<file path="src/design/xrg_pkg.sv">
// ----------------------------------------------------------------------------
// xrg_pkg
// Shared constants, types and job format of the xoshiro128** range generator.
// ----------------------------------------------------------------------------
package xrg_pkg;

	localparam int unsigned NUM_WORDS   = 4;
	localparam int unsigned WORD_IDX_W  = $clog2(NUM_WORDS);
	localparam int unsigned DIV_STEPS   = 32;
	localparam int unsigned DIV_CNT_W   = $clog2(DIV_STEPS);
	localparam int unsigned QUEUE_DEPTH = 2;
	localparam int unsigned QUEUE_PTR_W = $clog2(QUEUE_DEPTH);
	localparam int unsigned QUEUE_CNT_W = $clog2(QUEUE_DEPTH + 1);

	localparam logic [31:0] MIX_ADD    = 32'h9E37_79B9;
	localparam logic [31:0] MIX_MUL1   = 32'h85EB_CA6B;
	localparam logic [31:0] MIX_MUL2   = 32'hC2B2_AE35;
	localparam logic [31:0] OUT_MUL1   = 32'd5;
	localparam logic [31:0] OUT_MUL2   = 32'd9;
	localparam logic [31:0] RESET_SEED = 32'd1234;

	localparam logic FUNC_RAW   = 1'b0;
	localparam logic FUNC_RANGE = 1'b1;

	typedef enum logic [2:0] {
		SEED_ADD,
		SEED_MUL1,
		SEED_MUL2,
		SEED_STORE,
		GEN_RUN
	} front_state_t;

	typedef enum logic [1:0] {
		B_IDLE,
		B_DIV,
		B_DONE
	} back_state_t;

	typedef enum logic [1:0] {
		KIND_RAW,
		KIND_FIXED,
		KIND_RANGE
	} job_kind_t;

	typedef struct packed {
		job_kind_t   kind;
		logic [31:0] raw;
		logic [31:0] lo;
		logic [32:0] span;
	} job_t;

endpackage

</file>
<file path="src/design/xrg_front.sv">
// ----------------------------------------------------------------------------
// xrg_front
// Seeds the generator state, takes requests, draws and classifies them.
// ----------------------------------------------------------------------------
module xrg_front (
	input  logic                clk,
	input  logic                arst_n,
	input  logic                seed_we,
	input  logic [31:0]         seed_value,
	input  logic                push,
	input  logic                func,
	input  logic signed [31:0]  range_low,
	input  logic signed [31:0]  range_high,
	output logic                full,
	input  logic                q_full,
	output logic                q_push,
	output xrg_pkg::job_t       q_job
);
	import xrg_pkg::*;

	front_state_t           state_q, state_d;
	logic [WORD_IDX_W-1:0]  round_q;
	logic [31:0]            sd_q;
	logic [31:0]            z_q;
	logic [31:0]            gen_q [NUM_WORDS];

	logic        accept;
	logic        ordered;
	logic        advance;
	logic [31:0] mul5;
	logic [31:0] rot7;
	logic [31:0] draw_res;
	logic [31:0] t0, t1, t2, t3;
	logic [32:0] span;

	function automatic logic [31:0] rotl32(input logic [31:0] x, input int unsigned k);
		rotl32 = (x << k) | (x >> (32 - k));
	endfunction

	assign full     = (state_q != GEN_RUN) || q_full;
	assign accept   = push && !full;
	assign ordered  = range_high > range_low;
	assign advance  = (func == FUNC_RAW) || ordered;
	assign q_push   = accept;

	assign mul5     = gen_q[1] * OUT_MUL1;
	assign rot7     = rotl32(mul5, 7);
	assign draw_res = rot7 * OUT_MUL2;

	// next generator words
	assign t2 = gen_q[2] ^ gen_q[0];
	assign t3 = gen_q[3] ^ gen_q[1];
	assign t1 = gen_q[1] ^ t2;
	assign t0 = gen_q[0] ^ t3;

	assign span = {range_high[31], range_high} - {range_low[31], range_low} + 33'd1;

	always_comb begin
		q_job.raw  = draw_res;
		q_job.lo   = range_low;
		q_job.span = span;
		if (func == FUNC_RAW) begin
			q_job.kind = KIND_RAW;
		end else if (ordered) begin
			q_job.kind = KIND_RANGE;
		end else begin
			q_job.kind = KIND_FIXED;
		end
	end

	always_comb begin
		state_d = state_q;
		case (state_q)
			SEED_ADD:   state_d = SEED_MUL1;
			SEED_MUL1:  state_d = SEED_MUL2;
			SEED_MUL2:  state_d = SEED_STORE;
			SEED_STORE: state_d = (round_q == WORD_IDX_W'(NUM_WORDS - 1)) ? GEN_RUN : SEED_ADD;
			GEN_RUN:    state_d = GEN_RUN;
			default:    state_d = SEED_ADD;
		endcase
		if (seed_we) begin
			state_d = SEED_ADD;
		end
	end

	always_ff @(posedge clk or negedge arst_n) begin
		if (!arst_n) begin
			state_q <= SEED_ADD;
			round_q <= '0;
			sd_q    <= RESET_SEED;
		end else begin
			state_q <= state_d;
			if (seed_we) begin
				round_q <= '0;
				sd_q    <= seed_value;
			end else begin
				if (state_q == SEED_STORE) begin
					round_q <= round_q + 1'b1;
				end
				if (state_q == SEED_ADD) begin
					sd_q <= sd_q + MIX_ADD;
				end
			end
		end
	end

	always_ff @(posedge clk) begin
		case (state_q)
			SEED_MUL1: z_q <= (sd_q ^ (sd_q >> 15)) * MIX_MUL1;
			SEED_MUL2: z_q <= (z_q ^ (z_q >> 13)) * MIX_MUL2;
			default:   z_q <= z_q;
		endcase
		if (state_q == SEED_STORE && !seed_we) begin
			gen_q[round_q] <= z_q ^ (z_q >> 16);
		end
		if (accept && advance) begin
			gen_q[0] <= t0;
			gen_q[1] <= t1;
			gen_q[2] <= t2 ^ (gen_q[1] << 9);
			gen_q[3] <= rotl32(t3, 11);
		end
	end

	a_no_push_while_seeding: assert property (@(posedge clk) disable iff (!arst_n)
		(state_q != GEN_RUN) |-> !q_push)
		else $error("request taken while seeding");

	a_seed_ends_in_run: assert property (@(posedge clk) disable iff (!arst_n)
		(state_q == SEED_STORE && round_q == WORD_IDX_W'(NUM_WORDS - 1) && !seed_we)
		|=> state_q == GEN_RUN)
		else $error("seeding did not finish after last word");

	a_write_restarts: assert property (@(posedge clk) disable iff (!arst_n)
		seed_we |=> (state_q == SEED_ADD && round_q == '0))
		else $error("seed write did not restart mixing");

endmodule

</file>
<file path="src/design/xrg_fifo.sv">
// ----------------------------------------------------------------------------
// xrg_fifo
// Short job queue between the draw front and the modulo back.
// ----------------------------------------------------------------------------
module xrg_fifo (
	input  logic          clk,
	input  logic          arst_n,
	input  logic          push,
	input  xrg_pkg::job_t push_job,
	output logic          full,
	input  logic          pop,
	output logic          empty,
	output xrg_pkg::job_t head
);
	import xrg_pkg::*;

	job_t                   mem_q [QUEUE_DEPTH];
	logic [QUEUE_PTR_W-1:0] wr_ptr_q;
	logic [QUEUE_PTR_W-1:0] rd_ptr_q;
	logic [QUEUE_CNT_W-1:0] count_q;

	assign full  = count_q == QUEUE_CNT_W'(QUEUE_DEPTH);
	assign empty = count_q == '0;
	assign head  = mem_q[rd_ptr_q];

	always_ff @(posedge clk or negedge arst_n) begin
		if (!arst_n) begin
			wr_ptr_q <= '0;
			rd_ptr_q <= '0;
			count_q  <= '0;
		end else begin
			if (push) begin
				wr_ptr_q <= wr_ptr_q + 1'b1;
			end
			if (pop) begin
				rd_ptr_q <= rd_ptr_q + 1'b1;
			end
			if (push && !pop) begin
				count_q <= count_q + 1'b1;
			end else if (pop && !push) begin
				count_q <= count_q - 1'b1;
			end
		end
	end

	always_ff @(posedge clk) begin
		if (push) begin
			mem_q[wr_ptr_q] <= push_job;
		end
	end

	a_no_overflow: assert property (@(posedge clk) disable iff (!arst_n)
		full |-> !push)
		else $error("job queue overflow");

	a_no_underflow: assert property (@(posedge clk) disable iff (!arst_n)
		empty |-> !pop)
		else $error("job queue underflow");

endmodule

</file>
<file path="src/design/xrg_back.sv">
// ----------------------------------------------------------------------------
// xrg_back
// Passes raw and single-value jobs through, reduces ranged draws by a bit-serial modulo, and holds the result word.
// ----------------------------------------------------------------------------
module xrg_back (
	input  logic                clk,
	input  logic                arst_n,
	input  logic                q_empty,
	input  xrg_pkg::job_t       q_head,
	output logic                q_pop,
	output logic                empty,
	input  logic                pop,
	output logic signed [32:0]  value
);
	import xrg_pkg::*;

	back_state_t          bstate_q, bstate_d;
	logic [DIV_CNT_W-1:0] cnt_q;
	logic [31:0]          dvd_q;
	logic [32:0]          span_q;
	logic [32:0]          rem_q;
	logic [31:0]          lo_q;
	logic                 out_valid_q;
	logic [32:0]          value_q;

	logic        slot_free;
	logic        out_load;
	logic [32:0] out_d;
	logic        div_start;
	logic [33:0] trial;
	logic [33:0] span_ext;
	logic        fits;

	assign slot_free = !out_valid_q || pop;
	assign empty     = !out_valid_q;
	assign value     = value_q;

	assign trial    = {rem_q, dvd_q[31]};
	assign span_ext = {1'b0, span_q};
	assign fits     = trial >= span_ext;

	always_comb begin
		bstate_d  = bstate_q;
		q_pop     = 1'b0;
		out_load  = 1'b0;
		div_start = 1'b0;
		out_d     = {1'b0, q_head.raw};
		case (bstate_q)
			B_IDLE: begin
				if (!q_empty && slot_free) begin
					q_pop = 1'b1;
					case (q_head.kind)
						KIND_RANGE: begin
							div_start = 1'b1;
							bstate_d  = B_DIV;
						end
						KIND_FIXED: begin
							out_load = 1'b1;
							out_d    = {q_head.lo[31], q_head.lo};
						end
						default: begin
							out_load = 1'b1;
							out_d    = {1'b0, q_head.raw};
						end
					endcase
				end
			end
			B_DIV: begin
				if (cnt_q == '0) begin
					bstate_d = B_DONE;
				end
			end
			B_DONE: begin
				if (slot_free) begin
					out_load = 1'b1;
					out_d    = {lo_q[31], lo_q} + {1'b0, rem_q[31:0]};
					bstate_d = B_IDLE;
				end
			end
			default: bstate_d = B_IDLE;
		endcase
	end

	always_ff @(posedge clk or negedge arst_n) begin
		if (!arst_n) begin
			bstate_q    <= B_IDLE;
			cnt_q       <= '0;
			out_valid_q <= 1'b0;
		end else begin
			bstate_q    <= bstate_d;
			out_valid_q <= out_load || (out_valid_q && !pop);
			if (div_start) begin
				cnt_q <= DIV_CNT_W'(DIV_STEPS - 1);
			end else if (bstate_q == B_DIV) begin
				cnt_q <= cnt_q - 1'b1;
			end
		end
	end

	always_ff @(posedge clk) begin
		if (out_load) begin
			value_q <= out_d;
		end
		if (div_start) begin
			dvd_q  <= q_head.raw;
			span_q <= q_head.span;
			lo_q   <= q_head.lo;
			rem_q  <= '0;
		end else if (bstate_q == B_DIV) begin
			dvd_q <= dvd_q << 1;
			rem_q <= fits ? 33'(trial - span_ext) : trial[32:0];
		end
	end

	a_no_pop_when_busy: assert property (@(posedge clk) disable iff (!arst_n)
		(bstate_q != B_IDLE) |-> !q_pop)
		else $error("job taken while modulo busy");

	a_div_ends: assert property (@(posedge clk) disable iff (!arst_n)
		(bstate_q == B_DIV && cnt_q == '0) |=> bstate_q == B_DONE)
		else $error("modulo did not finish after last step");

	a_rem_below_span: assert property (@(posedge clk) disable iff (!arst_n)
		(bstate_q == B_DONE) |-> rem_q < span_q)
		else $error("remainder not below span");

endmodule

</file>
<file path="src/design/xoshiro128ss_range_generator.sv">
// ----------------------------------------------------------------------------
// xoshiro128ss_range_generator
// xoshiro128** generator with raw and ranged draws, seeded by mixing rounds.
//
//   channel  | handshake      | words
//   ---------+----------------+---------------------------------
//   request  | push / full    | func, range_low, range_high
//   result   | pop / empty    | value
//   seed     | seed_we        | seed_value
//
// raw and single-value requests: one per cycle while full is low, result word via the job queue and result register
// ranged requests: reduced by the 32-step bit-serial modulo, which takes a new job only when the last one is out
// seeding after reset and after each seed write: one mixing round per state word, full held high
// a two-entry job queue lets the front keep drawing while the modulo runs
// ----------------------------------------------------------------------------
module xoshiro128ss_range_generator (
	input  logic               clk,
	input  logic               arst_n,
	input  logic               seed_we,
	input  logic [31:0]        seed_value,
	input  logic               push,
	output logic               full,
	input  logic               func,
	input  logic signed [31:0] range_low,
	input  logic signed [31:0] range_high,
	output logic               empty,
	input  logic               pop,
	output logic signed [32:0] value
);
	import xrg_pkg::*;

	logic q_full;
	logic q_push;
	logic q_empty;
	logic q_pop;
	job_t push_job;
	job_t head_job;

	xrg_front u_front (
		.clk        (clk),
		.arst_n     (arst_n),
		.seed_we    (seed_we),
		.seed_value (seed_value),
		.push       (push),
		.func       (func),
		.range_low  (range_low),
		.range_high (range_high),
		.full       (full),
		.q_full     (q_full),
		.q_push     (q_push),
		.q_job      (push_job)
	);

	xrg_fifo u_fifo (
		.clk      (clk),
		.arst_n   (arst_n),
		.push     (q_push),
		.push_job (push_job),
		.full     (q_full),
		.pop      (q_pop),
		.empty    (q_empty),
		.head     (head_job)
	);

	xrg_back u_back (
		.clk     (clk),
		.arst_n  (arst_n),
		.q_empty (q_empty),
		.q_head  (head_job),
		.q_pop   (q_pop),
		.empty   (empty),
		.pop     (pop),
		.value   (value)
	);

endmodule
</file>
<file path="config.mk">
export PLATFORM = sky130hd
export DESIGN_NAME = xoshiro128ss_range_generator
export DESIGN_NICKNAME = d
export VERILOG_FILES = /design/src/design/xrg_pkg.sv /design/src/design/xrg_front.sv /design/src/design/xrg_fifo.sv /design/src/design/xrg_back.sv /design/src/design/xoshiro128ss_range_generator.sv
export SDC_FILE = /design/constraint.sdc
export NUM_CORES = 2
export LEC_CHECK = 0
export BUFFER_PORTS_ARGS = -buffer_cell sky130_fd_sc_hd__buf_2
export CORE_MARGIN = 4
export CORE_UTILIZATION = 45
export CTS_BUF_LIST = sky130_fd_sc_hd__clkbuf_2
export DETAILED_ROUTE_END_ITERATION = 10
export REMOVE_ABC_BUFFERS = 1
export SYNTH_ARGS = -nofsm -noshare
export SYNTH_HDL_FRONTEND = slang
export SYNTH_SLANG_ARGS = --single-unit
</file>
<file path="constraint.sdc">
create_clock -name clk -period 10.6 [get_ports clk]
set_clock_uncertainty 0.2 [all_clocks]
set_input_delay 1.06 -clock clk [delete_from_list [all_inputs] [get_ports clk]]
set_output_delay 1.06 -clock clk [all_outputs]
set_load 0.05 [all_outputs]
</file>
After elaboration in Yosys (flattened, before gate mapping)
Memory sizes are Yosys's and may differ from the RTL's. Cells that the tools add are included.

Register bits: 244. Memory bits (writable): 326. Input bits: 102. Output and inout port bits: 35. Memories: 2.

Add/subtract/negate cells: 11. $mul: 4. Order comparisons: 2. Equality and inequality tests: 15. Muxes and demuxes: 44. Bitwise operators: 11. Reduce and logical (&&, ||, !) cells: 29.

Memories: u_fifo.mem_q (depth 2, bits a word 99, rd ports 1, clocked after Yosys merged registers in 0, wr ports 1, line xrg_fifo.sv:17) `job_t mem_q [QUEUE_DEPTH];`; u_front.gen_q (depth 4, bits a word 32, rd ports 4, clocked after Yosys merged registers in 0, wr ports 4, line xrg_front.sv:25) `logic [31:0] gen_q [NUM_WORDS];`.

Operators by type and width (count): 32-bit two-way mux (5); 32-bit bitwise XOR (5); 33-bit two-way mux (4); 33-bit case mux with 2 select lines (1); 32-bit case mux with 2 select lines (1); 34-bit by 33-bit greater-or-equal comparator with 1-bit output (1); 33-bit by 1-bit adder with 33-bit output (second input constant) (1); 33-bit by 32-bit adder with 33-bit output (1); 32-bit by 32-bit subtractor with 33-bit output (1); 33-bit subtractor (1); 32-bit adder (second input constant) (1); 32-bit > comparator (1); 32-bit by 3-bit multiplier with 32-bit output (second input constant) (1); 32-bit by 31-bit multiplier with 32-bit output (second input constant) (1); 32-bit by 32-bit multiplier with 32-bit output (second input constant) (1); 32-bit by 4-bit multiplier with 32-bit output (second input constant) (1); 32-bit by 11-bit bitwise OR with 32-bit output (1); 32-bit by 7-bit bitwise OR with 32-bit output (1); 32-bit OR reduction (1); 32-bit by 16-bit bitwise XOR with 32-bit output (1); 32-bit by 17-bit bitwise XOR with 32-bit output (1); 32-bit by 19-bit bitwise XOR with 32-bit output (1); 2-bit two-way mux (11); 1-bit two-way mux (15); 26 further kinds (57).

Depth between registers and ports, before layout
Depth after elaboration: 9. Depth in mapped cells: 27. Depth with buffers taken out: 27.

Cells and area by module
From an unflattened synthesis, not the netlist that was laid out.

Cells, all modules: 4696. Area, all modules: 51926.1 um2.

By module, submodules not included: xrg_front (instances 1, cells each 3346, area each 33935.0 um2, sequential area each 5736.8 um2); xrg_back (instances 1, cells each 1026, area each 10161.0 um2, sequential area each 4764.6 um2); xrg_fifo (instances 1, cells each 324, area each 7830.0 um2, sequential area each 6045.8 um2).

Least setup slack after synthesis
OpenSTA, ideal clock, no wires.

Path kind: flip-flop to flip-flop. From: register u_front.z_q[26]. To: register u_front.z_q[31] (data pin). Setup time: 0.269 ns. Arrival time: 7.112 ns. Data required time: 10.131 ns. Slack: 3.019 ns. Cell stages (with the launch flop): 27. Path through: edfxtp_1 clkbuf_1 xnor2_1 inv_1 ha_1 fa_1 inv_1 fa_1 fa_1 fa_1 inv_1 fa_1 fa_1 inv_1 fa_1 inv_1 ha_1 and3_1 a221o_1 a21oi_1 nor2b_1 a31oi_1 o21ai_0 o41ai_1 o21ai_0 xnor2_1 mux2i_1.

Longest elaborated chain between the ends: 3.

Ends and longest elaborated chain: start, declared (line xrg_front.sv:24) `logic [31:0] z_q;`; start signal, assigned (line xrg_front.sv:109) `SEED_MUL1: z_q <= (sd_q ^ (sd_q >> 15)) * MIX_MUL1;`; start signal, assigned (line xrg_front.sv:110) `SEED_MUL2: z_q <= (z_q ^ (z_q >> 13)) * MIX_MUL2;`; start signal, assigned (line xrg_front.sv:111) `default: z_q <= z_q;`; 32-bit by 19-bit bitwise XOR with 32-bit output (line xrg_front.sv:110); 32-bit by 31-bit multiplier with 32-bit output (line xrg_front.sv:110); 32-bit case mux with 2 select lines (line xrg_front.sv:108) `case (state_q)`.

No other way between the ends. A chain may end at the register's enable or synchronous reset.

Final worst setup path
From: register u_front.z_q[23]. To: register u_front.z_q[31] (data pin).

Same word-level chain as after synthesis.

==> impl_metrics.env <==
export IMPL_status="complete, no violations"
export IMPL_syn_inst=4684
export IMPL_track_usage_pct=22.7
export IMPL_dr_pass1_iters=5
export IMPL_port_buffers=136
export IMPL_crit_top_cell="fa_1"
export IMPL_dp_hpwl_mm=105
export IMPL_dieArea_um2=119000
export IMPL_drt_iter0_drc=2070
export IMPL_period_needed_ns=8.85
export IMPL_holdPathEnd="u_front.sd_q[11]"
export IMPL_syn2layout_area_growth_pct=9.49
export IMPL_grt_overflow=0
export IMPL_path_class="register to register"
export IMPL_drc_errors=0
export IMPL_whs_path_depth=4
export IMPL_nFillCells=10300
export IMPL_grt_pass1_wl_mm=207
export IMPL_start_util_pct=45.3
export IMPL_design_area_um2=55800
export IMPL_drv_slew=0
export IMPL_slowest_delay_ns=0.65
export IMPL_rr_startpoint="u_front.z_q[23]"
export IMPL_path_buf_inv=4
export IMPL_cts_hold_fix_buffers=84
export IMPL_hold_violations=0
export IMPL_tritoncts="done"
export IMPL_setup_viol=0
export IMPL_cpMaxStageDelayCell="xnor2_1"
export IMPL_async_flop_share_pct=8.60
export IMPL_yosysSeqAreaShare_pct=32.5
export IMPL_vias=34500
export IMPL_ys_warn_count=0
export IMPL_cts_root_buf="clkbuf_2"
export IMPL_first_global_vias=36000
export IMPL_final_setup_tns_ns=0
export IMPL_nets=6145
export IMPL_drt_total_wl_mm=132
export IMPL_vias_per_cell=5.20
export IMPL_period_share_pct=83.5
export IMPL_rows=123
export IMPL_max_cap_violations=0
export IMPL_numCtsBuffers=155
export IMPL_fmax_mhz=113
export IMPL_antenna_found_initial=7
export IMPL_clk_latency_ns=1.41
export IMPL_synth_edf_count=488
export IMPL_cpLargestDelayFamily="adder cells"
export IMPL_drive_gt1_share_pct=11.9
export IMPL_die_h_um=344
export IMPL_synth_cell_type_count=81
export IMPL_die_x_um=344
export IMPL_cts_setup_buffers=0
export IMPL_rsz0062_at_grt="false"
export IMPL_cp_start_kind="register"
export IMPL_gp_congestion=0.996
export IMPL_max_slew_margin_pct=25.6
export IMPL_worstPathRequired_ns=11.44
export IMPL_holdCritPathClass="primary input to register"
export IMPL_fp_coreArea_um2=112000
export IMPL_placed_area_um2=53500
export IMPL_cts_resized=0
export IMPL_synthFlopType="edfxtp_1"
export IMPL_h_tree_depth=4
export IMPL_endpoint_kind="register"
export IMPL_arrival_ns=9.69
export IMPL_critical_path_max_fanout=10
export IMPL_clk_pin_slew_ns=0.11
export IMPL_hp_start="seed_we"
export IMPL_cts_max_path_buffers=3
export IMPL_r2r_end="u_front.z_q[31]"
export IMPL_ys_ff_latch=570
export IMPL_avgSynthCellArea_um2=10.9
export IMPL_io_pins=137
export IMPL_regToRegSetupSlack_ns=1.75
export IMPL_tightest_slew_ns=1.12
export IMPL_ant_nets=0
export IMPL_wl_per_cell_um=19.9
export IMPL_syn_area_um2=50900
export IMPL_grt_max_degree=70
export IMPL_r2r_cells=25
export IMPL_clkSinkCount=570
how the worst max path moves through the flow:
stage | start | end | slack [ns] | depth (start not counted)
finish | u_front.z_q[23] | u_front.z_q[31] | 1.75 | 25
global route | u_front.z_q[23] | u_front.z_q[31] | 1.32 | 25
CTS | u_front.z_q[23] | u_front.z_q[31] | 1.82 | 25
detailed placement | u_front.z_q[26] | u_front.z_q[31] | 1.85 | 25
global placement | u_front.z_q[26] | u_front.z_q[31] | 1.98 | 25
floorplan | range_low[8] | u_front.gen_q[0][16] | -0.94 | 13
registers in the layout (all words and copies together), names as in the netlist:
signal / count
u_front.state_q: 3
u_back.value: 33
u_back.rem_q: 33
u_front.sd_q: 32
u_back.dvd_q: 32
u_fifo.mem_q: 198
u_fifo.count_q: 2
u_back.lo_q: 32
u_back.span_q: 33
u_front.gen_q: 128
u_front.round_q: 2
u_back.bstate_q: 2
u_back.cnt_q: 5
u_fifo.rd_ptr_q: 1
u_fifo.wr_ptr_q: 1
u_back.out_valid_q: 1
u_front.z_q: 32
cell type report:
type,instances,area (um2),area share [%]
antenna,2,5.00,0.00898
clock buffer,232,1160,2.08
clock inverter,49,255,0.458
inverter,857,3220,5.77
multi-input combinational,3161,30900,55.4
sequential,570,16600,29.7
tap,1500,1880,3.37
timing repair buffer,258,1810,3.24
stage by stage:
| step | util, % | setup WS [ns] | instances | hold slack [ns] |
|---|---|---|---|---|
| after floorplan | - | -0.940 | 4588 | 0.239 |
| after global placement | 47.6 | 1.98 | 6262 | 0.276 |
| after global routing | 49.6 | 1.32 | 6628 | 0.0970 |
| after detailed placement | 47.6 | 1.85 | 6262 | 0.288 |
| final | 49.6 | 1.75 | 6629 | 0.218 |
| after CTS | 49.6 | 1.82 | 6627 | 0.00223 |
cells in the mapped netlist (48+ instances only):
library cell | number | share of area, %
xor2_1 | 174 | 3.0
nor3_1 | 48 | 0.47
clkbuf_1 | 75 | 0.55
a21oi_1 | 178 | 1.7
ha_1 | 631 | 16
edfxtp_1 | 488 | 29
o21ai_0 | 223 | 2.2
xnor2_1 | 333 | 5.7
a21o_1 | 73 | 1.1
inv_1 | 856 | 6.3
fa_1 | 409 | 16
nand2_1 | 209 | 1.5
mux2_2 | 129 | 2.9
nor2_1 | 178 | 1.3
mux2i_1 | 114 | 2.2
layer usage:
metal	global-route usage [%]	routed length [um]	vias to the layer above	part of all wire, %
met3	3.29	5790	207	4.4
li1	-	-	16600	-
met2	37.9	62700	800	48
met5	0	8	-	0.0061
met1	30.5	59200	16900	45
met4	7.48	3970	2	3.0
logic make-up after synthesis:
logic type / Yosys count / share of synthesized area, %
compound gates: 729 / 9.19
xor+xnor: 507 / 8.72
fa+ha+maj: 1040 / 31.6
mux: 243 / 5.09
buf+inv: 953 / 7.06
simple gates: 642 / 5.87
flops: 570 / 32.5
layout by cell type (no fill, tap or decap), types with 9 or more instances in the layout:
| cell type | count |
|---|---|
| clkbuf_2 | 232 |
| or3_1 | 10 |
| a21oi_1 | 177 |
| a211oi_1 | 18 |
| and3_1 | 19 |
| o21ai_0 | 222 |
| nand4_1 | 17 |
| mux2i_1 | 114 |
| ha_1 | 631 |
| dfxtp_1 | 33 |
| o21bai_1 | 28 |
| clkinv_2 | 10 |
| nand2_1 | 208 |
| dlygate4sd3_1 | 84 |
| xnor2_1 | 333 |
| a221o_1 | 26 |
| nand2b_1 | 38 |
| o21a_1 | 26 |
| buf_4 | 38 |
| nand3_1 | 41 |
| nor2b_1 | 26 |
| nor2_1 | 174 |
| a21o_1 | 73 |
| mux2_2 | 129 |
| dfrtp_1 | 43 |
| fa_1 | 409 |
| clkinv_1 | 26 |
| o211ai_1 | 13 |
| buf_2 | 136 |
| nor4_1 | 9 |
| nor3_1 | 47 |
| edfxtp_1 | 488 |
| o31ai_1 | 10 |
| xor2_1 | 174 |
| inv_1 | 855 |
| a22o_1 | 13 |
| a31oi_1 | 20 |
worst register-to-register path, stage by stage, from the launching register on:
cell      delay (ns)
edfxtp_1        0.58
xnor2_1         0.65
clkinv_1        0.45
ha_1            0.40
ha_1            0.34
a21oi_1         0.29
fa_1            0.46
fa_1            0.49
inv_1           0.05
fa_1            0.48
fa_1            0.45
fa_1            0.51
inv_1           0.06
fa_1            0.47
inv_1           0.05
ha_1            0.34
a21o_1          0.22
a221o_1         0.35
a21oi_1         0.33
nor2b_1         0.11
a31oi_1         0.15
o21ai_0         0.13
o41ai_1         0.48
o21ai_0         0.20
xnor2_1         0.19
mux2i_1         0.09
Power is left out: the tool's default activity adds up to more than one toggle a clock period on the data nets, which glitch-free logic cannot reach.
